File: src/rtl/gdc_divider.sv
// Shared restoring divider, 32-bit dividend by 16-bit divisor, one quotient
// bit per cycle. No dependencies.
module gdc_divider (
    input  logic        i_clk,
    input  logic        i_rst_n,
    input  logic        i_start,
    input  logic [31:0] i_num,
    input  logic [15:0] i_den,
    output logic        o_done,
    output logic [31:0] o_quo
);

    logic [15:0] r_rem;
    logic [31:0] r_quo;
    logic [15:0] r_den;
    logic [4:0]  r_cnt;
    logic        r_busy;
    logic        r_done;
    logic [16:0] w_sh;
    logic        w_ge;

    assign w_sh   = {r_rem, r_quo[31]};
    assign w_ge   = (w_sh >= {1'b0, r_den});
    assign o_done = r_done;
    assign o_quo  = r_quo;

    always_ff @(posedge i_clk) begin
        if (i_start) begin
            r_rem <= 16'd0;
            r_quo <= i_num;
            r_den <= i_den;
        end else if (r_busy) begin
            r_rem <= w_ge ? 16'(w_sh - {1'b0, r_den}) : w_sh[15:0];
            r_quo <= {r_quo[30:0], w_ge};
        end
    end

    always_ff @(posedge i_clk) begin
        if (!i_rst_n) begin
            r_busy <= 1'b0;
            r_done <= 1'b0;
            r_cnt  <= 5'd0;
        end else begin
            r_done <= 1'b0;
            if (i_start) begin
                r_busy <= 1'b1;
                r_cnt  <= 5'd31;
            end else if (r_busy) begin
                r_cnt <= r_cnt - 5'd1;
                if (r_cnt == 5'd0) begin
                    r_busy <= 1'b0;
                    r_done <= 1'b1;
                end
            end
        end
    end

endmodule

File: config.mk
export PLATFORM = sky130hd
export DESIGN_NAME = gdc_divider
export DESIGN_NICKNAME = d
export VERILOG_FILES = /design/src/rtl/gdc_divider.sv
export SDC_FILE = /design/constraint.sdc
export NUM_CORES = 1
export LEC_CHECK = 0
export BUFFER_PORTS_ARGS = -buffer_cell sky130_fd_sc_hd__buf_2
export CORE_MARGIN = 2
export CORE_UTILIZATION = 45
export CTS_BUF_LIST = sky130_fd_sc_hd__clkbuf_4 sky130_fd_sc_hd__clkbuf_8 sky130_fd_sc_hd__clkbuf_16
export CTS_CLUSTER_DIAMETER = 200
export DETAILED_ROUTE_END_ITERATION = 12
export PLACE_DENSITY = 0.69
export REMOVE_ABC_BUFFERS = 1
export SYNTH_ARGS = -nofsm -noshare
export SYNTH_HDL_FRONTEND = slang
export SYNTH_SLANG_ARGS = --single-unit
export TNS_END_PERCENT = 30
File: constraint.sdc
create_clock -name i_clk -period 3.85 [get_ports i_clk]
set_input_delay 0 -clock i_clk [delete_from_list [all_inputs] [get_ports i_clk]]
set_output_delay 0 -clock i_clk [all_outputs]
set_load 0.02 [all_outputs]
==> results.json <==
{
  "drtAntennaViolNets": 0,
  "synth-simple-area-share_pct": 11.1,
  "tritoncts": "yes",
  "wl_per_cell_um": 14.8,
  "synth_top_family_by_area": "compound AO/OA/AOI/OAI gates",
  "htree_levels": 3,
  "worstMarginPinSlew_ps": 1140,
  "overflow": 0,
  "dp.cells": 503,
  "ys.flop_type": "edfxtp_1",
  "p_leak_uw": 0.00215,
  "fmax_mhz": 408,
  "final_cells": 569,
  "grt_usage_pct": 20.0,
  "synthTopCellsByArea": "edfxtp_1 (39%), dfxtp_1 (12%), mux2_2 (9.6%)",
  "skew_ps": 11.4,
  "drt_pass1_iterations": 4,
  "maxCapViolCount": 0,
  "root_buffer": "clkbuf_8",
  "timing.final.ws_setup_ps": 1400,
  "io_buffers": 83,
  "routed_via_density": 5.15,
  "final_hold_viol_count": 0,
  "hold_depth": 2,
  "synth_warnings": 0,
  "place.gp.congestion": 0.860,
  "r2r-end": "r_rem[13]",
  "synthAdderAreaFrac_pct": 6.55,
  "rr_worst_depth": 7,
  "vias": 2929,
  "status": "finished clean",
  "critPathSlowestCell": "o221ai_4",
  "power_per_cell_area_nw_per_um2": 391,
  "nFillCells": 653,
  "path_class": "reg2reg",
  "syn_to_final_growth_pct": 32.6,
  "cts_buffers": 9,
  "synth_top_area_cell": "edfxtp_1",
  "clockBufferDepth": 2,
  "slew-limit-headroom_pct": 23.9,
  "post-place-ws_ps": 1450,
  "synthMuxAreaShare_pct": 10.7,
  "yosys_register_bits": 71,
  "timing.rr.start": "r_den[14]",
  "finalCriticalPeriod_ps": 2450,
  "drt-initial-drc-count": 123,
  "grt_max_degree": 58,
  "ir_drop_mv": 0.275,
  "grt_pass1_wl_mm": 14.1,
  "drc_errors": 0,
  "antenna_found_initial": 0,
  "critPathCaptureType": "register",
  "rsz0062_at_grt": "no",
  "worstPathRequired_ps": 4090,
  "hold_class": "in2reg",
  "die_area_sq_um": 9060,
  "rrSetupSlack_ps": 1400,
  "synth_compound_area_share_pct": 12.9,
  "ioPinCount": 84,
  "holdPathEnd": "r_den[14]",
  "initial_core_util_pct": 46.0,
  "num_antenna_cells": 0,
  "setup_viol": 0,
  "max_stage_delay_ps": 460,
  "netlist_instances": 324,
  "drv_slew": 0,
  "die_w_um": 95.2,
  "synth_xor_area_share_pct": 3.98,
  "synthArstFlopShare_pct": 0,
  "min_period_over_period_pct": 63.6,
  "synthesis.area_sq_um": 3740,
  "nNetsFinal": 529,
  "place_hpwl_mm": 5.21,
  "grt_pass1_vias": 2998,
  "hp-start": "i_den[14]",
  "clk_latency_ps": 340,
  "crit_path_cell_trace": "inv_1 -> ha_1 -> nand4b_4 -> or3_4 -> o221ai_4 -> nor2_1 -> o41ai_1",
  "cts_num_sinks": 71,
  "syn_area_per_cell_sq_um": 11.6,
  "path_clk_slew_ps": 80,
  "post-route-util_pct": 61.0,
  "die_y_um": 95.2,
  "core-area_sq_um": 8130,
  "synth_top_area_share_pct": 38.5,
  "worstPathArrival_ps": 2690,
  "final_cell_area_sq_um": 4960,
  "path_max_fanout": 13,
  "synth-edff-count": 48,
  "drive_gt1_share_pct": 32.3,
  "final.setup.tns_ps": 0,
  "post_dp_cell_area_sq_um": 4250,
  "synthDistinctLibCells": 46,
  "rows": 33,
  "synth-seq-area-share_pct": 50.8,
  "startpoint_type": "register",
  "wl_mm": 8.41
}
## cell usage after synthesis, types with 5 or more instances
master	instances
a21o_1	7
nor2_1	27
edfxtp_1	48
xor2_1	10
inv_1	24
nand2_1	22
ha_1	18
mux2_2	32
clkbuf_1	10
o21ai_1	5
o21ai_0	6
xnor2_1	7
a21oi_1	15
dfxtp_1	23
nand3_1	12
## power by group
group          switching (uW)  internal (uW)  leakage (uW)
sequential               35.7            888      0.000667
clock                     281            349      0.000106
combinational             209            179       0.00137
total                     525           1420       0.00215
## metal layers
| metal | global-route usage (%) | vias up | wire length, um | share of wire [%] |
|---|---|---|---|---|
| met5 | 0 | - | 0 | 0 |
| met1 | 25.5 | 1393 | 3740 | 45 |
| met4 | 6.88 | 0 | 107 | 1.3 |
| li1 | - | 1455 | - | - |
| met3 | 4.90 | 11 | 410 | 4.9 |
| met2 | 33.1 | 70 | 4140 | 49 |
## layout by cell type (no fill, tap or decap), drive strengths merged, types with 5 or more instances in the layout
cell type / synthesis / routed
a21o: 7 / 7
a21oi: 16 / 16
a311oi: 5 / 5
buf: 2 / 86
clkbuf: 10 / 13
dfxtp: 23 / 23
dlygate4sd3: 0 / 50
edfxtp: 48 / 48
ha: 18 / 18
inv: 24 / 24
mux2: 32 / 32
nand2: 26 / 26
nand3: 12 / 12
nor2: 28 / 28
o21ai: 11 / 11
xnor2: 7 / 7
xor2: 10 / 10
## per-stage QoR
stage	hold WS [ps]	total power, uW
detailed placement	178	1280
global placement	178	1270
CTS	357	1950
floorplan	67.9	1170
global route	365	2020
finish	365	1940
## critical path, delay by kind of cell, from the launching register on
kind                     cells  cell delay (ps)
buffers and inverters        1               40
AO/OA/AOI/OAI                2              840
adder cells (fa/ha/maj)      1              420
AND/OR/NAND/NOR              3              700
flip-flops                   1              330
## registers in the layout (all words and copies together) (netlist names)
name / count
o_quo: 32
r_den: 16
r_rem: 16
r_cnt: 5
o_done: 1
r_busy: 1
## how the worst max path moves through the flow
| stage | startpoint | end | slack [ps] | cells past startpoint |
|---|---|---|---|---|
| global route | r_den[4] | r_rem[13] | 1160 | 9 |
| global placement | r_den[4] | o_quo[0] | 1520 | 8 |
| floorplan | o_quo[31] | r_rem[14] | 1550 | 10 |
| detailed placement | r_den[14] | r_rem[13] | 1450 | 7 |
| finish | r_den[14] | r_rem[13] | 1400 | 7 |
| CTS | r_den[14] | r_rem[13] | 1410 | 7 |
## kinds of logic (layout without fill, tap and decap cells)
group / Yosys count / after routing
AOI/OAI and AO/OA: 61 / 61
DFF: 71 / 71
xor gates and xnor gates: 17 / 17
and+or+nand+nor: 84 / 84
buffers and inverters: 36 / 176
adders and majority gates: 19 / 19
muxes: 36 / 36
## what timing repair did
item | 4_1_cts | 5_1_grt
endpoints found under the hold margin | 56 | 0
gates resized for setup | 0 | 0
hold buffers | 50 | 0
setup buffers | 0 | 0
## cell type report
type / instances / area [sq um] / share of cell area (%)
well taps: 105 / 131 / 2.65
inverters: 24 / 90.1 / 1.82
clock buffers: 13 / 166 / 3.35
repair buffers: 136 / 938 / 18.9
clock inverters: 3 / 42.5 / 0.858
multi-input cells: 217 / 1690 / 34.1
flip-flops and latches: 71 / 1900 / 38.3
(Power assumes the default switching activity.)
