[src/rtl/gdc_pkg.sv]
// Package for the grid ray caster: map geometry, distance limit, result codes,
// the queued item type and the map write bundle.
// No dependencies.
package gdc_pkg;

    localparam int MAP_DIM   = 8;
    localparam int MAP_CELLS = MAP_DIM * MAP_DIM;
    localparam int MAP_AW    = $clog2(MAP_CELLS);

    localparam int CELL_W = 12;
    localparam int STEP_W = 25;
    localparam int ACC_W  = 26;

    localparam logic [STEP_W-1:0] DIST_LIMIT = STEP_W'(1) << 24;

    localparam logic [1:0] KIND_Y    = 2'd0;
    localparam logic [1:0] KIND_X    = 2'd1;
    localparam logic [1:0] KIND_NONE = 2'd2;

    localparam logic OP_WRITE = 1'b0;
    localparam logic OP_CAST  = 1'b1;

    localparam logic [7:0] CELL_EDGE_RST = 8'd50;

    typedef struct packed {
        logic               opcode;
        logic [2:0]         cell_row;
        logic [2:0]         cell_col;
        logic [3:0]         cell_value;
        logic [15:0]        start_x;
        logic [15:0]        start_y;
        logic signed [15:0] dir_x;
        logic signed [15:0] dir_y;
    } t_item;

    typedef struct packed {
        logic              en;
        logic [MAP_AW-1:0] addr;
        logic [3:0]        data;
    } t_map_wr;

endpackage

[src/rtl/gdc_queue.sv]
// Front part of the grid ray caster: accepts items and holds them in a
// two-entry queue for the back part. Uses gdc_pkg.
module gdc_queue (
    input  logic          i_clk,
    input  logic          i_rst_n,
    input  logic          i_start,
    input  gdc_pkg::t_item i_item,
    output logic          o_busy,
    output gdc_pkg::t_item o_head,
    output logic          o_head_valid,
    input  logic          i_pop
);

    gdc_pkg::t_item r_mem [2];
    logic       r_wp;
    logic       r_rp;
    logic [1:0] r_cnt;
    logic       w_push;
    logic       w_pop;

    assign o_busy       = (r_cnt == 2'd2);
    assign o_head_valid = (r_cnt != 2'd0);
    assign o_head       = r_mem[r_rp];
    assign w_push       = i_start && !o_busy;
    assign w_pop        = i_pop && o_head_valid;

    always_ff @(posedge i_clk) begin
        if (w_push) begin
            r_mem[r_wp] <= i_item;
        end
    end

    always_ff @(posedge i_clk) begin
        if (!i_rst_n) begin
            r_wp  <= 1'b0;
            r_rp  <= 1'b0;
            r_cnt <= 2'd0;
        end else begin
            if (w_push) begin
                r_wp <= ~r_wp;
            end
            if (w_pop) begin
                r_rp <= ~r_rp;
            end
            r_cnt <= r_cnt + 2'(w_push) - 2'(w_pop);
        end
    end

endmodule

[config.mk]
export PLATFORM = sky130hd
export DESIGN_NAME = gdc_queue
export DESIGN_NICKNAME = d
export VERILOG_FILES = /design/src/rtl/gdc_pkg.sv /design/src/rtl/gdc_queue.sv
export SDC_FILE = /design/constraint.sdc
export NUM_CORES = 1
export LEC_CHECK = 0
export BUFFER_PORTS_ARGS = -buffer_cell sky130_fd_sc_hd__buf_2
export CAP_MARGIN = 15
export CORE_MARGIN = 1.5
export CORE_UTILIZATION = 55
export DETAILED_ROUTE_END_ITERATION = 10
export PLACE_DENSITY_LB_ADDON = 0.05
export SLEW_MARGIN = 20
export SYNTH_ARGS = -nofsm -noshare
export SYNTH_HDL_FRONTEND = slang
export SYNTH_SLANG_ARGS = --single-unit
export TNS_END_PERCENT = 30
[constraint.sdc]
create_clock -name i_clk -period 7.3 [get_ports i_clk]
set_input_delay 0 -clock i_clk [delete_from_list [all_inputs] [get_ports i_clk]]
set_output_delay 0 -clock i_clk [all_outputs]
set_load 0.05 [all_outputs]
==> metrics.txt, run 1 <==
outcome finished clean; final WL 10500 um; post-CTS setup repair buffer count 0; crit path time final 2.60 ns; Clk pwr share 26.9%; Routed met3 length 528 um; top-count cell post-synth edfxtp_1; met1 WL 4390 um; leakage power 3.20 nW; part of the cycle the worst path needs 35.6%; I/O Buffers 155; antenna violations before repair 0; Congestion Overflow GR 0; Post-route DRC 0; Int Pwr 1.96 mW; WL/cell 16.1 um; WL met2 5370 um; Psw 1.06 mW; Yosys reg bits 155; ant diodes 0; Worst setup EP type primary output; remaining antenna violation count 0; die area 11300 um2; reg2reg path depth 4; syn_nets 340; Initial Util 56.6%; peak supply drop 0.273 mV; via density per instance 4.87; prevailing post-synth register cell edfxtp_1; Netlist cell types 18; routability congestion estimate 0.737; initial DRC count 135; vias in the first global route 3309; Critical Path RT 7.30 ns; Seq/Total Area, Yosys 78.7%; Layout Cells excl Fill 654; WS Path Type flip-flop to primary output; 1st-pass router iterations 4; Hold Path Cell Cnt 2; Sw Share 35.1%; Clock Skew 0.00436 ns; post-synthesis instance total 259; clock sink count 155; combinational share of power 34.0%; crit-path max FO 49; RSZ-0062 raised after global routing no; largest net degree at the start of global routing 76; Slew Viols, Final 0; vias after detailed routing 3182; share of cells above drive strength 1 50.8%; r2r setup slk 5.31 ns; worst skew pair latency 0.50 ns; CTS tree done; placed cells 544; Post-synth EDFFs 150; I/O pin count 156; setup TNS 0 ns; Final Hold Fails 0; Setup-failing EPs final 0; Async S/R FF share, synth 0%; layout filler cell count 567; Yosys warnings 0; die width 106 um; CTS Hold Buffers Added 78; Post-CTS Resized 0; Fmax achieved 385 MHz; pwr/cell area 373 nW/um2; CTS root buf clkbuf_8; dpl hpwl 6230 um; top post-synthesis cells by area edfxtp_1, mux2_4, mux2_2; clock-pin slew on the worst setup and hold paths 0.06 ns; CP arrival 2.60 ns; CP startpoint kind flip-flop; Die H 106 um; Final Net Count 586; total track usage 19.3%; Flop pwr share 39.1%; Clock Path Buffers 2; CTS buffer count 17; Synth Area per Inst 22.6 um2; # Max-Cap Violations 0; Syn Std Cell Area 5850 um2; Pwr Total 3.01 mW; Max Used Layer met4; top cell type's share of synthesized area 77.0%; Worst Tran Pin Value 1.06 ns; relative slew slack 29.0%; Post-synth top cells edfxtp_1, mux2_4, mux2_2; Core Footprint 10300 um2; row cnt 37; Synth area leader edfxtp_1; P&R area growth vs syn 38.2%; H-tree depth 4; Hold Crit Class input port to flip-flop; first-pass GRT wire length 16200 um
-- metrics by stage --
| step | utilization, % | cell area, um2 | worst slack [ns] | hold WS [ns] |
|---|---|---|---|---|
| after detailed placement | 65.4 | 6750 | 5.19 | 0.191 |
| after global placement | 65.4 | 6750 | 5.23 | 0.186 |
| after floorplan | - | 5850 | 3.08 | 0.0989 |
| after global routing | 78.3 | 8080 | 4.57 | 0.193 |
| after CTS | 78.3 | 8080 | 4.65 | 0.191 |
| final | 78.3 | 8080 | 4.70 | 0.215 |
-- routing by layer --
metal  track usage (%)  up-vias
met4              8.69        0
met5                 0        -
met1              23.8     1547
met2              32.3      110
met3              5.03       16
li1                  -     1509
-- flip-flops by register name, indices dropped and copies added (netlist names), named ones only --
name / flops
r_mem: 150
r_cnt: 2
r_rp: 1
r_wp: 1
-- power groups by stage --
stage / Sequential, mW / Combinational [mW] / Clock, mW
after CTS: 1.18 / 1.03 / 0.822
final: 1.18 / 1.02 / 0.811
after global routing: 1.19 / 1.07 / 0.859
after global placement: 1.19 / 0.992 / 0
after floorplan: 1.17 / 0.844 / 0
after detailed placement: 1.20 / 0.998 / 0
-- worst paths after layout --
| kind | start | to |
|---|---|---|
| worst max-delay path | flip-flop | o_head[1] |
| worst min-delay path | i_item[51] | r_mem[0][51] |
| worst max register to register | r_cnt[0] | r_mem[0][22] |
| worst min register to register | r_rp | r_rp |
-- critical path: stages, from the launching register on --
cell and delay [ns]:
dfxtp_4 0.65, buf_4 0.78, mux2_2 0.42, buf_2 0.21
-- cell type report --
type                       count  area [um2]  share of cell area, %
sequential                   155        4610                   57.0
clock buffer                  23         457                   5.65
tap                          136         170                   2.11
timing repair buffer         235        1570                   19.4
inverter                       3        11.3                  0.139
clock inverter                 9        97.6                   1.21
multi-input combinational     93        1170                   14.4
-- layout by cell type (no fill, tap or decap), types with 4 or more instances in the layout --
cell type	synthesis	final
mux2_2	25	25
mux2_4	50	50
clkbuf_16	0	16
clkinv_2	0	5
edfxtp_1	150	150
buf_2	2	155
clkbuf_1	0	4
dlygate4sd3_1	0	78
dfxtp_1	5	4
-- cell families (layout without fill, tap and decap cells) --
logic type	Yosys count	in the layout	share of synthesized area (%)
flops	155	155	78.7
mux	76	76	17.8
simple gates	11	11	0.920
buf+inv	11	270	1.52
xor+xnor	3	3	0.449
fa+ha+maj	2	2	0.428
compound gates	1	1	0.128
No activity file was read; power rests on OpenSTA's default activity.
==> inputs of run 2 (changes only) <==
--- a/config.mk
+++ b/config.mk
@@ -8,7 +8,7 @@
 export BUFFER_PORTS_ARGS = -buffer_cell sky130_fd_sc_hd__buf_2
 export CAP_MARGIN = 15
 export CORE_MARGIN = 1.5
-export CORE_UTILIZATION = 55
+export CORE_UTILIZATION = 52
 export DETAILED_ROUTE_END_ITERATION = 10
 export PLACE_DENSITY_LB_ADDON = 0.05
 export SLEW_MARGIN = 20
==> constraint.sdc (replaced) <==
create_clock -name i_clk -period 2.4 [get_ports i_clk]
set_input_delay 0 -clock i_clk [delete_from_list [all_inputs] [get_ports i_clk]]
set_output_delay 0 -clock i_clk [all_outputs]
set_load 0.05 [all_outputs]
==> metrics.txt, run 2 (synthesis gave the netlist of run 1 again) <==
outcome finished clean (unchanged); Post-DP Area 6870 um2 (was 6750 um2); Routed met3 length 648 um (was 528 um); Largest Register r_mem (unchanged); dpl hpwl 6580 um (was 6230 um); Worst Tran Pin Value 0.579 ns (was 1.06 ns); CTS buffer count 17 (unchanged); Core Footprint 10900 um2 (was 10300 um2); Fmax achieved 484 MHz; Final Net Count 595 (was 586); worst skew pair latency 0.52 ns (was 0.50 ns); Final Instance Area 8290 um2 (was 8080 um2); worst r2r src r_cnt[0] (unchanged); reg2reg path depth 4 (unchanged); r2r setup slk 0.64 ns (was 5.31 ns); routability congestion estimate 0.713 (was 0.737); Slew Viols, Final 0 (unchanged); Hold Crit Class input port to flip-flop (unchanged); Worst setup EP type primary output (unchanged); Die H 109 um (was 106 um); largest registers r_mem: 150 flops, r_cnt: 2 flops (unchanged); clock-pin slew on the worst setup and hold paths 0.06 ns (about the same); Clock Path Buffers 2 (unchanged); largest net degree at the start of global routing 38 (was 76); CP arrival 2.07 ns (was 2.60 ns); WL met2 5570 um (was 5370 um); I/O Buffers 155 (unchanged); dpl ws 0.639 ns (was 5.19 ns); Congestion Overflow GR 0 (unchanged); Post-route DRC 0 (unchanged); post-CTS setup repair buffer count 0 (unchanged); Hold Slack 0.207 ns (was 0.215 ns); remaining antenna violation count 0 (unchanged); initial DRC count 111 (was 135); FF-to-FF End r_mem[0][2] (was r_mem[0][22]); part of the cycle the worst path needs 86.1%; ant diodes 0 (unchanged); Worst Hold Launch i_item[59] (was i_item[51]); CTS root buf clkbuf_8 (unchanged); crit path time final 2.07 ns; max FFs per register 150 (unchanged); commonest non-fill, non-tap cell in the layout buf_2 (unchanged); peak supply drop 0.721 mV (was 0.273 mV); RSZ-0062 raised after global routing no (unchanged); Util after Layout 76.1% (was 78.3%); H-tree depth 4 (unchanged); setup ws final 0.333 ns (was 4.70 ns); Final Hold Fails 0 (unchanged); WS Path Type flip-flop to primary output (unchanged); die area 11900 um2 (was 11300 um2); Pwr Total 9.63 mW (was 3.01 mW); Hold Path Cell Cnt 2 (unchanged); clock sink count 155 (unchanged); row cnt 38 (was 37); worst hold endpoint r_mem[0][59] (was r_mem[0][51]); relative slew slack 61.3% (was 29.0%); final WL 10700 um (was 10500 um); most frequent cells in the layout buf_2, edfxtp_1, dlygate4sd3_1 (unchanged); antenna violations before repair 0 (unchanged); vias in the first global route 3254 (was 3309); met1 WL 4320 um (was 4390 um); # Max-Cap Violations 0 (unchanged); setup TNS 0 ns (unchanged); share of cells above drive strength 1 51.6% (was 50.8%); WL/cell 16.0 um (was 16.1 um); P&R area growth vs syn 41.7% (was 38.2%); 1st-pass router iterations 4 (unchanged); Clock Skew 0.00688 ns (was 0.00436 ns); total track usage 18.6% (was 19.3%); leakage power 3.29 nW (was 3.20 nW); CP startpoint kind flip-flop (unchanged); Max Used Layer met4 (unchanged); vias after detailed routing 3197 (was 3182); Initial Util 53.7% (was 56.6%); I/O pin count 156 (unchanged); pwr/cell area 1160 nW/um2 (was 373 nW/um2); via density per instance 4.79 (was 4.87); placed cells 557 (was 544); die width 109 um (was 106 um); Layout Cells excl Fill 667 (was 654); Setup-failing EPs final 0 (unchanged); Critical Path RT 2.40 ns (was 7.30 ns); CTS tree done (unchanged); first-pass GRT wire length 15900 um (was 16200 um); crit-path max FO 26 (was 49)
-- run 2: metal layers --
layer | vias up | global-route usage [%]
li1 | 1534 | -
met1 | 1546 | 21.3
met2 | 104 | 31.4
met3 | 13 | 7.47
met4 | 0 | 6.58
met5 | - | 0
-- run 2: worst max-delay path by stage --
stage,to,cells after the start
after CTS,o_head[13],3
after floorplan,r_mem[1][0],2
final,o_head[2],3
after global placement,r_mem[0][1],4
after global routing,o_head[13],3
after detailed placement,r_mem[0][1],4
-- run 2: final cells by class --
class / count / area (um2)
clock buffers: 25 / 474
clock inverters: 7 / 163
fillers: 648 / 2600
inverters: 3 / 11.3
multi-input cells: 93 / 1170
flip-flops and latches: 155 / 4610
well taps: 140 / 175
repair buffers: 244 / 1690
-- run 2: worst max-delay path, stage by stage (launching register included) --
cell and delay [ns]:
dfxtp_4 0.65, buf_4 0.31, mux2_2 0.36, buf_2 0.22
-- run 2: timing repair --
action / CTS / global route
endpoints found under the setup margin: 0 / 0
endpoints found under the hold margin: 155 / 0
resized for setup: 0 / 0
hold buffers: 78 / 0
-- run 2: power by group --
part / leakage, nW / total, mW / internal (mW) / switching (mW)
combinational: 1.54 / 3.22 / 1.10 / 2.12
clock: 0.307 / 2.84 / 1.88 / 0.961
sequential: 1.44 / 3.57 / 3.40 / 0.170
