### config.mk
export PLATFORM = sky130hd
export DESIGN_NAME = gdc_map
export DESIGN_NICKNAME = d
export VERILOG_FILES = /design/src/rtl/gdc_pkg.sv /design/src/rtl/gdc_map.sv
export SDC_FILE = /design/constraint.sdc
export NUM_CORES = 1
export LEC_CHECK = 0
export BUFFER_PORTS_ARGS = -buffer_cell sky130_fd_sc_hd__buf_2
export CAP_MARGIN = 20
export CORE_MARGIN = 2
export CORE_UTILIZATION = 40
export CTS_CLUSTER_SIZE = 25
export DETAILED_ROUTE_END_ITERATION = 8
export SETUP_SLACK_MARGIN = 0.3
export SYNTH_ARGS = -nofsm -noshare
export SYNTH_HDL_FRONTEND = slang
export SYNTH_SLANG_ARGS = --single-unit
### constraint.sdc
create_clock -name i_clk -period 2.16 [get_ports i_clk]
set_clock_uncertainty 0.05 [all_clocks]
set_input_delay 0.108 -clock i_clk [delete_from_list [all_inputs] [get_ports i_clk]]
set_output_delay 0.108 -clock i_clk [all_outputs]
set_load 0.1 [all_outputs]
### src/rtl/gdc_pkg.sv
// Package for the grid ray caster: map geometry, distance limit, result codes,
// the queued item type and the map write bundle.
// No dependencies.
package gdc_pkg;

    localparam int MAP_DIM   = 8;
    localparam int MAP_CELLS = MAP_DIM * MAP_DIM;
    localparam int MAP_AW    = $clog2(MAP_CELLS);

    localparam int CELL_W = 12;
    localparam int STEP_W = 25;
    localparam int ACC_W  = 26;

    localparam logic [STEP_W-1:0] DIST_LIMIT = STEP_W'(1) << 24;

    localparam logic [1:0] KIND_Y    = 2'd0;
    localparam logic [1:0] KIND_X    = 2'd1;
    localparam logic [1:0] KIND_NONE = 2'd2;

    localparam logic OP_WRITE = 1'b0;
    localparam logic OP_CAST  = 1'b1;

    localparam logic [7:0] CELL_EDGE_RST = 8'd50;

    typedef struct packed {
        logic               opcode;
        logic [2:0]         cell_row;
        logic [2:0]         cell_col;
        logic [3:0]         cell_value;
        logic [15:0]        start_x;
        logic [15:0]        start_y;
        logic signed [15:0] dir_x;
        logic signed [15:0] dir_y;
    } t_item;

    typedef struct packed {
        logic              en;
        logic [MAP_AW-1:0] addr;
        logic [3:0]        data;
    } t_map_wr;

endpackage

### src/rtl/gdc_map.sv
// Wall map memory with a valid bit per cell; unwritten cells read as empty.
// Registered read. Uses gdc_pkg.
module gdc_map (
    input  logic                      i_clk,
    input  logic                      i_rst_n,
    input  gdc_pkg::t_map_wr          i_wr,
    input  logic [gdc_pkg::MAP_AW-1:0] i_rd_addr,
    output logic [3:0]                o_rd_data
);

    logic [3:0] r_mem [gdc_pkg::MAP_CELLS];
    logic [gdc_pkg::MAP_CELLS-1:0] r_vld;
    logic [3:0] r_rdata;
    logic       r_rvld;

    assign o_rd_data = r_rvld ? r_rdata : 4'd0;

    always_ff @(posedge i_clk) begin
        if (i_wr.en) begin
            r_mem[i_wr.addr] <= i_wr.data;
        end
        r_rdata <= r_mem[i_rd_addr];
    end

    always_ff @(posedge i_clk) begin
        if (!i_rst_n) begin
            r_vld  <= '0;
            r_rvld <= 1'b0;
        end else begin
            if (i_wr.en) begin
                r_vld[i_wr.addr] <= 1'b1;
            end
            r_rvld <= r_vld[i_rd_addr];
        end
    end

endmodule

==> reports/qor.log, run 1 <==
INFO  global_routing globalRoute.busiestLayer=met2
INFO  clock_network  path_clk_slew=0.06ns
INFO  clock_network  ctsLongestPathBuffers=3
INFO  route          post-route-drc-count=0
INFO  floorplan      num_rows=65
INFO  critical_path  timing.critical_path.to_type=flip-flop
INFO  clock_network  clock_insertion_delay_at_the_later_pin_of_the_skew_report=0.52ns
INFO  sta            hold_violations=0
INFO  finish         nFillCells=2730
INFO  floorplan      num_io_pins=23
INFO  route          route.final.wire_length=29300um
INFO  synthesis      synth_seq_cells=325
INFO  finish         final_cells=1259
INFO  global_routing grt.overflow.total=0
INFO  global_routing initial_antenna_violation_count=0
INFO  global_routing global_route.usage.total=0.180
INFO  floorplan      die_area=33100squm
INFO  clock_network  cts_max_level=2
INFO  synthesis      postSynthNetCount=761
INFO  global_routing grt_use_met2=0.279
INFO  global_routing grt_pass1_wl=43800um
INFO  synthesis      netlist_instances=742
INFO  place          hpwl=19000um
INFO  critical_path  critPathKind=flip-flop to flip-flop
INFO  status         run_status=complete, no violations
INFO  critical_path  worst-endpoint-required=2.49ns
INFO  sta            setup_violations=0
INFO  route          detail_route.first_pass.iterations=5
INFO  sta            fmax=530MHz
INFO  route          vias_after_detailed_routing=6820
INFO  floorplan      die_extent_in_y=182um
INFO  synthesis      synth.yosys.warnings=0
INFO  route          wl_per_cell=23.3um
INFO  sta            min_period_over_period=0.873
INFO  min_path       hold_class=primary input to flip-flop
INFO  route          ant_nets=0
INFO  place          pre_cts_slack=-0.0371ns
INFO  finish         commonest_non_fill_non_tap_cell_in_the_layout=edfxtp_1
INFO  sta            final.setup.worst_slack=0.275ns
INFO  clock_network  clock_sinks=325
INFO  sta            setup_total_negative_slack=0ns
INFO  floorplan      floorplan.core_area=31400squm
INFO  critical_path  worst-endpoint-arrival=2.22ns
INFO  power          cellLeakagePower=4.97nW
INFO  global_routing met3_routing_resource_usage_after_global_routing=0.0345
INFO  floorplan      initial_core_util=0.403
INFO  critical_path  start_kind=flip-flop
INFO  clock_network  cts_tree=done
INFO  synthesis      synth_seq_area_share=0.716
INFO  floorplan      die_w=182um
INFO  global_routing use_met1=0.258
INFO  sta            relSlewSlack=0.505
INFO  global_routing grt_max_degree=65
INFO  clock_network  clockRootBuffer=clkbuf_16
INFO  place          dpl.cell_count=1197
INFO  sta            finalCriticalPeriod=1.89ns
INFO  place          gp_routability_congestion=0.770
INFO  finish         final_layout_size_suffix_gt1_frac=0.275
INFO  flow_run       max_cap_viol_count=0
INFO  sta            finalMaxSlewViolations=0
INFO  clock_network  total_cts_buffers=35
INFO  global_routing number_of_global_route_vias_before_repair=6953
INFO  sta            finalHoldWorstSlack=0.0395ns
INFO  finish         diodes=0
INFO  power          vdd_drop_max=0.568mV
INFO  synthesis      syn-mean-instance-area=17.1squm
INFO  finish         layout_common_cells=edfxtp_1 (256), nor2_1 (161), mux4_2 (86), dfxtp_1 (69), buf_4 (64)
INFO  sta            rsz0062_at_grt=true
INFO  critical_path  crit_path_max_fanout=1
INFO  synthesis      synth_cell_types=35
INFO  finish         nets=851
INFO  route          route.detailed.vias_per_inst=5.42
INFO  route          first_iter_violations=504
INFO  finish         area_growth_syn_to_layout=17.6%
INFO  power          power.density_cell_area=894nW/um^2
INFO  sta            worstMarginPinSlew=0.741ns
INFO  synthesis      post_synth_instance_area=12700squm
INFO  place          portBuffers=22
-- final cells by class --
class | instances | area (sq um) | area share
clock buffers | 44 | 972 | 0.0653
well taps | 402 | 503 | 0.0338
repair buffers | 94 | 781 | 0.0525
flip-flops and latches | 325 | 9070 | 0.609
inverters | 2 | 7.51 | 0.000504
multi-input cells | 374 | 3410 | 0.229
clock inverters | 18 | 139 | 0.00933
-- cells in the mapped netlist (all sizes together) --
cell     instances  area share
a2111o           1     0.00089
a211oi           1     0.00059
a21oi            7      0.0028
a22oi            1     0.00059
a311oi           2      0.0014
a31oi            1     0.00049
and2             6      0.0030
buf             20      0.0095
clkbuf          21      0.0062
dfxtp           69        0.11
edfxtp         256        0.61
inv              2     0.00059
mux2             1     0.00089
mux2i           16       0.013
mux4            86        0.15
nand2           18      0.0053
nand2b           9      0.0044
nand3           15      0.0059
nand3b           2      0.0012
nand4            1     0.00049
nand4b           1     0.00069
nor2           161       0.048
nor2b            5      0.0025
nor3             5      0.0020
o2111ai          6      0.0042
o21a            19       0.011
o21ai            2     0.00079
o22a             2      0.0014
o22ai            2     0.00099
o41ai            1     0.00069
or3              3      0.0015
-- path summary, 6_finish.rpt --
check,from,to,slack [ns],cells past startpoint
setup / recovery,r_mem[32][2],r_rdata[2],0.27,4
hold / removal,i_rd_addr[5],r_rdata[1],0.04,3
setup reg to reg,r_mem[32][2],r_rdata[2],0.27,4
hold reg to reg,r_vld[37],r_vld[37],0.41,1
-- logic make-up (layout without fill, tap and decap cells) --
family | Yosys count | count (layout) | share of synthesized area
flops | 325 | 325 | 0.716
buf+inv | 43 | 158 | 0.0163
simple gates | 226 | 226 | 0.0747
compound gates | 45 | 45 | 0.0260
mux | 103 | 103 | 0.167
-- where the power goes --
part	leakage, nW	switching [mW]	internal [mW]	total (mW)
Clock	0.550	2.35	3.42	5.78
Combinational	1.56	0.442	0.282	0.724
Sequential	2.86	0.0159	6.79	6.81
Total	4.97	2.81	10.5	13.3
-- sequential cells by signal, summed over array words and instances, names as in the netlist --
register  count
r_mem       256
r_rdata       4
r_rvld        1
r_vld        64
-- metal layers --
layer / wire [um] / part of all wire
met2: 13300 / 0.46
met1: 13500 / 0.46
met3: 1670 / 0.057
met4: 785 / 0.027
met5: 0 / 0
-- repair_timing --
action	CTS	global route
hold buffers	0	0
pin swaps	2	0
resized for setup	3	1
setup buffers	0	0
setup endpoints to repair	4	4
-- critical path: stages, from the launching register on --
cell       delay (ns)
edfxtp_1         0.37
mux4_2           0.47
mux4_2           0.52
o2111ai_4        0.25
nand3_1          0.10
-- metrics by stage --
stage                     total power, mW  instance area [sq um]  utilization
after floorplan                      7.35                  12700            -
after global routing                 13.7                  14900        0.474
after CTS                            13.4                  14900        0.474
after global placement               7.66                  13700        0.438
final                                13.3                  14900        0.474
after detailed placement             7.67                  13700        0.438
No activity file was read; power rests on OpenSTA's default activity.
==> inputs of run 2 (changes only) <==
--- a/config.mk
+++ b/config.mk
@@ -11,6 +11,7 @@
 export CORE_UTILIZATION = 40
 export CTS_CLUSTER_SIZE = 25
 export DETAILED_ROUTE_END_ITERATION = 8
+export HOLD_SLACK_MARGIN = 0.12
 export SETUP_SLACK_MARGIN = 0.3
 export SYNTH_ARGS = -nofsm -noshare
 export SYNTH_HDL_FRONTEND = slang
==> constraint.sdc (replaced) <==
create_clock -name i_clk -period 2.16 [get_ports i_clk]
set_clock_uncertainty 0.05 [all_clocks]
set_input_delay 0.432 -clock i_clk [delete_from_list [all_inputs] [get_ports i_clk]]
set_output_delay 0.432 -clock i_clk [all_outputs]
set_load 0.1 [all_outputs]
==> reports/qor.log, run 2 (same netlist as run 1, synthesis figures left out) <==
INFO  clock_network  clock_sinks=325 [unchanged]
INFO  route          ant_nets=0 [unchanged]
INFO  sta            setup_violations=0 [unchanged]
INFO  place          hpwl=19600um [+2.9%]
INFO  floorplan      die_area=33100squm [unchanged]
INFO  finish         largest_registers=r_mem x256, r_vld x64, r_rdata x4
INFO  finish         diodes=0 [unchanged]
INFO  route          detail_route.first_pass.iterations=7 [+2]
INFO  finish         finish.instance_area=15300squm [+3.1%]
INFO  floorplan      initial_core_util=0.403 [unchanged]
INFO  route          first_iter_violations=566 [+12%]
INFO  route          vias_after_detailed_routing=6965 [+2.1%]
INFO  clock_network  path_clk_slew=0.06ns [about the same]
INFO  sta            finalMaxSlewViolations=0 [unchanged]
INFO  clock_network  cts_hold_repair.buffers=0 [unchanged]
INFO  critical_path  worst-endpoint-arrival=2.23ns [about the same]
INFO  finish         layout_common_cells=edfxtp_1 (256), nor2_1 (161), buf_4 (97), mux4_2 (86), dfxtp_1 (68)
INFO  finish         nets=888 [+4.3%]
INFO  route          route.detailed.vias_per_inst=5.37 [-0.87%]
INFO  power          cellLeakagePower=5.23nW [+5.2%]
INFO  global_routing grt_pass1_wl=45400um [+3.7%]
INFO  global_routing globalRoute.busiestLayer=met2
INFO  floorplan      floorplan.core_area=31400squm [unchanged]
INFO  clock_network  ctsLongestPathBuffers=3 [unchanged]
INFO  global_routing grt.overflow.total=0 [unchanged]
INFO  finish         top_register=r_mem
INFO  clock_network  total_cts_buffers=35 [unchanged]
INFO  clock_network  cts_post_setup_buffers_inserted=0 [unchanged]
INFO  global_routing number_of_global_route_vias_before_repair=7272 [+4.6%]
INFO  clock_network  clock_insertion_delay_at_the_later_pin_of_the_skew_report=0.51ns [about the same]
INFO  sta            rsz0062_at_grt=true
INFO  place          portBuffers=22 [unchanged]
INFO  critical_path  timing.critical_path.to_type=flip-flop
INFO  sta            finalHoldWorstSlack=0.262ns [+0.223 ns]
INFO  sta            fmax=524MHz [-1.2%]
INFO  clock_network  cts_max_level=2 [unchanged]
INFO  global_routing initial_antenna_violation_count=0 [unchanged]
INFO  clock_network  cts_tree=done
INFO  critical_path  worst-endpoint-required=2.48ns [about the same]
INFO  global_routing global_route.usage.total=0.185 [+0.00464]
INFO  finish         largest_register_ffs=256 [unchanged]
INFO  global_routing grt_use_met2=0.298 [+0.0189]
INFO  sta            finalCriticalPeriod=1.91ns [+0.0224 ns]
INFO  power          power.density_cell_area=886nW/um^2 [-0.96%]
INFO  status         run_status=complete, no violations
INFO  floorplan      die_extent_in_y=182um [unchanged]
INFO  critical_path  crit_path_max_fanout=2 [+1]
INFO  power          finalPower=13.6mW [+2.1%]
INFO  floorplan      num_io_pins=23 [unchanged]
INFO  finish         nFillCells=2640 [-3.3%]
INFO  finish         commonest_non_fill_non_tap_cell_in_the_layout=edfxtp_1
INFO  floorplan      die_w=182um [unchanged]
INFO  finish         final_layout_size_suffix_gt1_frac=0.312 [+0.0364]
INFO  critical_path  critPathKind=flip-flop to flip-flop
INFO  power          vdd_drop_max=0.633mV [+12%]
INFO  route          route.final.wire_length=29700um [+1.3%]
INFO  sta            hold_violations=0 [unchanged]
INFO  global_routing grt_max_degree=65 [unchanged]
INFO  flow_run       max_cap_viol_count=0 [unchanged]
INFO  sta            relSlewSlack=0.522 [+0.0166]
INFO  finish         area_growth_syn_to_layout=21.2%
INFO  finish         final_cells=1297 [+3.0%]
INFO  sta            worstMarginPinSlew=0.717ns [-0.0237 ns]
INFO  route          post-route-drc-count=0 [unchanged]
INFO  sta            min_period_over_period=0.883 [+0.0104]
INFO  min_path       hold_class=primary input to flip-flop
INFO  route          wl_per_cell=22.9um [-1.7%]
INFO  place          gp_routability_congestion=0.799 [+3.8%]
INFO  global_routing use_met1=0.263 [+0.00475]
INFO  critical_path  start_kind=flip-flop
INFO  place          dpl_cell_area=14000squm [+2.0%]
INFO  clock_network  clockRootBuffer=clkbuf_16
INFO  place          dpl.cell_count=1230 [+2.8%]
INFO  floorplan      num_rows=65 [unchanged]
INFO  global_routing met3_routing_resource_usage_after_global_routing=0.0319 [-0.00261]
==> run 2: cell count changes in the layout (fill, tap and decap cells not counted), moves of 2 or more <==
| cell | before | now |
|---|---|---|
| buf_2 | 20 | 16 |
| buf_12 | 10 | 14 |
| clkbuf_1 | 5 | 9 |
| buf_6 | 0 | 2 |
| clkinv_1 | 6 | 1 |
| buf_4 | 64 | 97 |
| clkbuf_8 | 2 | 5 |
==> run 2: final cells by class <==
class | instances | area (sq um) | share of cell area
timing repair buffer | 131 | 1160 | 0.0759
clock buffer | 51 | 1030 | 0.0670
multi-input combinational | 374 | 3430 | 0.224
sequential | 325 | 9070 | 0.591
clock inverter | 12 | 138 | 0.00897
tap | 402 | 503 | 0.0328
inverter | 2 | 7.51 | 0.000489
==> run 2: layer usage <==
metal / wire [um] / vias to the layer above
li1: - / 3127
met1: 13500 / 3584
met2: 14000 / 217
met3: 1620 / 37
met4: 512 / 0
met5: 0 / -
==> run 2: power by group <==
part,switching [mW],internal [mW]
combinational,0.451,0.327
sequential,0.0211,6.79
clock,2.33,3.67
==> run 2: timing repair <==
item                                    4_1_cts  5_1_grt
cloned                                        0        1
endpoints found under the setup margin        8        5
gates resized for setup                       8        7
endpoints found under the hold margin         0        0
pin swaps                                     3        3
==> run 2: critical path, stage by stage, from the launching register on <==
cell	delay (ns)
dfxtp_2	0.32
mux4_2	0.49
mux4_2	0.57
o2111ai_4	0.25
o41ai_2	0.10
==> run 2: through the flow <==
step	setup TNS [ns]	setup WS, ns	utilization
3_3_place_gp	-0.902	-0.234	0.446
3_5_place_dp	-0.863	-0.209	0.446
6_report	0	0.252	0.489
5_1_grt	0	0.218	0.489
2_1_floorplan	0	0.100	-
4_1_cts	0	0.270	0.485
==> run 2: path summary, 6_finish.rpt <==
kind	start	endpoint	slack, ns	cells past startpoint
setup reg to reg	r_vld[54]	r_rvld	0.25	4
setup / recovery	r_vld[54]	r_rvld	0.25	4
hold / removal	i_wr[3]	r_mem[44][3]	0.26	1
hold reg to reg	r_vld[55]	r_vld[55]	0.41	2
==> inputs of run 3 (changes only) <==
--- a/config.mk
+++ b/config.mk
@@ -9,6 +9,7 @@
 export CAP_MARGIN = 20
 export CORE_MARGIN = 2
 export CORE_UTILIZATION = 40
+export CTS_BUF_LIST = sky130_fd_sc_hd__clkbuf_4 sky130_fd_sc_hd__clkbuf_8
 export CTS_CLUSTER_SIZE = 25
 export DETAILED_ROUTE_END_ITERATION = 8
 export HOLD_SLACK_MARGIN = 0.12
==> reports/qor.log, run 3 (same netlist as run 1, synthesis figures left out) <==
INFO  critical_path  worst-endpoint-arrival=2.29ns [+0.06 ns]
INFO  route          detail_route.first_pass.iterations=6 [-1]
INFO  clock_network  path_clk_slew=0.06ns [about the same]
INFO  critical_path  worst-endpoint-required=2.54ns [+0.06 ns]
INFO  clock_network  clockRootBuffer=clkbuf_8
INFO  floorplan      die_w=182um [unchanged]
INFO  global_routing grt.overflow.total=0 [unchanged]
INFO  sta            setup_total_negative_slack=0ns [unchanged]
INFO  route          vias_after_detailed_routing=6989 [+0.34%]
INFO  clock_network  total_cts_buffers=52 [+49%]
INFO  finish         final_layout_size_suffix_gt1_frac=0.343 [+0.0313]
INFO  critical_path  cp-startpoint=r_vld[54]
INFO  status         run_status=complete, no violations
INFO  min_path       hold_path_depth=2 [+1]
INFO  clock_network  cts_max_level=2 [unchanged]
INFO  route          route.final.wire_length=29600um [-0.17%]
INFO  power          power.density_cell_area=855nW/um^2 [-3.4%]
INFO  finish         nets=904 [+1.8%]
INFO  global_routing global_route.usage.total=0.186 [+0.00144]
INFO  place          dpl.cell_count=1230 [unchanged]
INFO  critical_path  timing.critical_path.to_type=flip-flop
INFO  floorplan      num_io_pins=23 [unchanged]
INFO  min_path       min_delay_src=i_rd_addr[5]
INFO  finish         commonest_non_fill_non_tap_cell_in_the_layout=edfxtp_1
INFO  critical_path  critPathKind=flip-flop to flip-flop
INFO  clock_network  ctsLongestPathBuffers=3 [unchanged]
INFO  min_path       worst_hold_path.endpoint=r_rdata[0]
INFO  floorplan      floorplan.core_area=31400squm [unchanged]
INFO  finish         final_cells=1326 [+2.2%]
INFO  critical_path  start_kind=flip-flop
INFO  clock_network  clock_sinks=325 [unchanged]
INFO  sta            min_period_over_period=0.885 [+0.00153]
INFO  sta            finalCriticalPeriod=1.91ns [+0.00330 ns]
INFO  finish         largest_registers=r_mem x256, r_vld x64, r_rdata x4
INFO  finish         diodes=0 [unchanged]
INFO  finish         area_growth_syn_to_layout=20.9%
INFO  sta            setup_violations=0 [unchanged]
INFO  sta            hold_violations=0 [unchanged]
INFO  route          post-route-drc-count=0 [unchanged]
INFO  floorplan      die_extent_in_y=182um [unchanged]
INFO  finish         layout_common_cells=edfxtp_1 (256), nor2_1 (161), buf_4 (95), mux4_2 (86), dfxtp_1 (68)
INFO  clock_network  cts_post_setup_buffers_inserted=0 [unchanged]
INFO  critical_path  crit_path_max_fanout=2 [unchanged]
INFO  sta            finalHoldWorstSlack=0.242ns [-0.0203 ns]
INFO  global_routing number_of_global_route_vias_before_repair=7356 [+1.2%]
INFO  route          ant_nets=0 [unchanged]
INFO  clock_network  clock_insertion_delay_at_the_later_pin_of_the_skew_report=0.57ns [+0.06 ns]
INFO  sta            fmax=523MHz [-0.17%]
INFO  min_path       hold_class=primary input to flip-flop
INFO  clock_network  cts_hold_repair.buffers=0 [unchanged]
INFO  flow_run       max_cap_viol_count=0 [unchanged]
INFO  critical_path  timing.reg2reg.worst_path_depth=4 [unchanged]
INFO  place          hpwl=19600um [unchanged]
INFO  power          cellLeakagePower=5.24nW [+0.33%]
INFO  floorplan      initial_core_util=0.403 [unchanged]
INFO  critical_path  reg2reg_slack=0.25ns [about the same]
INFO  route          route.detailed.vias_per_inst=5.27 [-1.8%]
INFO  finish         largest_register_ffs=256 [unchanged]
INFO  floorplan      num_rows=65 [unchanged]
INFO  clock_network  cts_tree=done
INFO  global_routing grt_max_degree=65 [unchanged]
INFO  global_routing grt_pass1_wl=45600um [+0.44%]
INFO  place          gp_routability_congestion=0.799 [unchanged]
INFO  sta            relSlewSlack=0.507 [-0.0150]
INFO  sta            worstMarginPinSlew=0.740ns [+0.0225 ns]
INFO  critical_path  reg2reg_from=r_vld[54]
INFO  critical_path  crit-reg2reg-capture=r_rvld
INFO  sta            finalMaxSlewViolations=0 [unchanged]
INFO  finish         top_register=r_mem
INFO  sta            rsz0062_at_grt=true
INFO  finish         nFillCells=2670 [+1.1%]
INFO  floorplan      die_area=33100squm [unchanged]
INFO  place          portBuffers=22 [unchanged]
INFO  power          vdd_drop_max=0.540mV [-15%]
INFO  global_routing initial_antenna_violation_count=0 [unchanged]
INFO  route          wl_per_cell=22.3um [-2.4%]
INFO  finish         finish.utilization=0.488 [-0.00108]
INFO  route          first_iter_violations=500 [-12%]
run 3: cell types whose count changed in the layout (fill, tap and decap cells not counted), sizes merged:
cell / delta
bufinv: -1
clkbuf: +26
clkinv: +4
run 3: worst max path at each step:
| stage | cells past startpoint | to | slack, ns |
|---|---|---|---|
| 2_1_floorplan | 6 | r_rdata[2] | 0.10 |
| 3_3_place_gp | 6 | r_rdata[2] | -0.23 |
| 3_5_place_dp | 6 | r_rdata[2] | -0.21 |
| 4_1_cts | 4 | r_rdata[2] | 0.26 |
| 5_1_grt | 4 | r_rdata[2] | 0.19 |
| 6_report | 4 | r_rvld | 0.25 |
run 3: critical path: stages (launching register included):
cell and delay [ns]:
dfxtp_2 0.32, mux4_2 0.48, mux4_2 0.57, o2111ai_4 0.25, o41ai_2 0.10
run 3: metal layers:
metal	track usage	vias to the layer above	share of wire
met3	0.0399	41	0.064
met5	0	-	0
met1	0.263	3568	0.45
met4	0.0442	0	0.016
li1	-	3161	-
met2	0.299	219	0.47
run 3: power breakdown:
part	switching, mW	leakage (nW)	total [mW]	internal [mW]
clock network	2.35	0.592	5.49	3.15
logic	0.449	1.79	0.783	0.334
registers	0.0221	2.86	6.82	6.79
total	2.82	5.24	13.1	10.3
run 3: layout make-up:
cell class                 instances  area (sq um)  share of cell area
sequential                       325          9070               0.593
multi-input combinational        374          3440               0.225
timing repair buffer             130          1180              0.0772
clock buffer                      78           986              0.0644
tap                              402           503              0.0329
clock inverter                    15           119             0.00777
inverter                           2          7.51            0.000490
run 3: stage by stage:
step,setup WS [ns],power [mW],instance area [sq um]
floorplan,0.100,7.36,12700
global placement,-0.234,7.69,14000
detailed placement,-0.209,7.70,14000
CTS,0.264,13.2,15200
global route,0.192,13.6,15300
finish,0.249,13.1,15300
run 3: timing repair:
action,CTS,global route
pin swaps,3,2
resized for setup,8,21
setup endpoints to repair,8,9
hold endpoints to repair,0,0
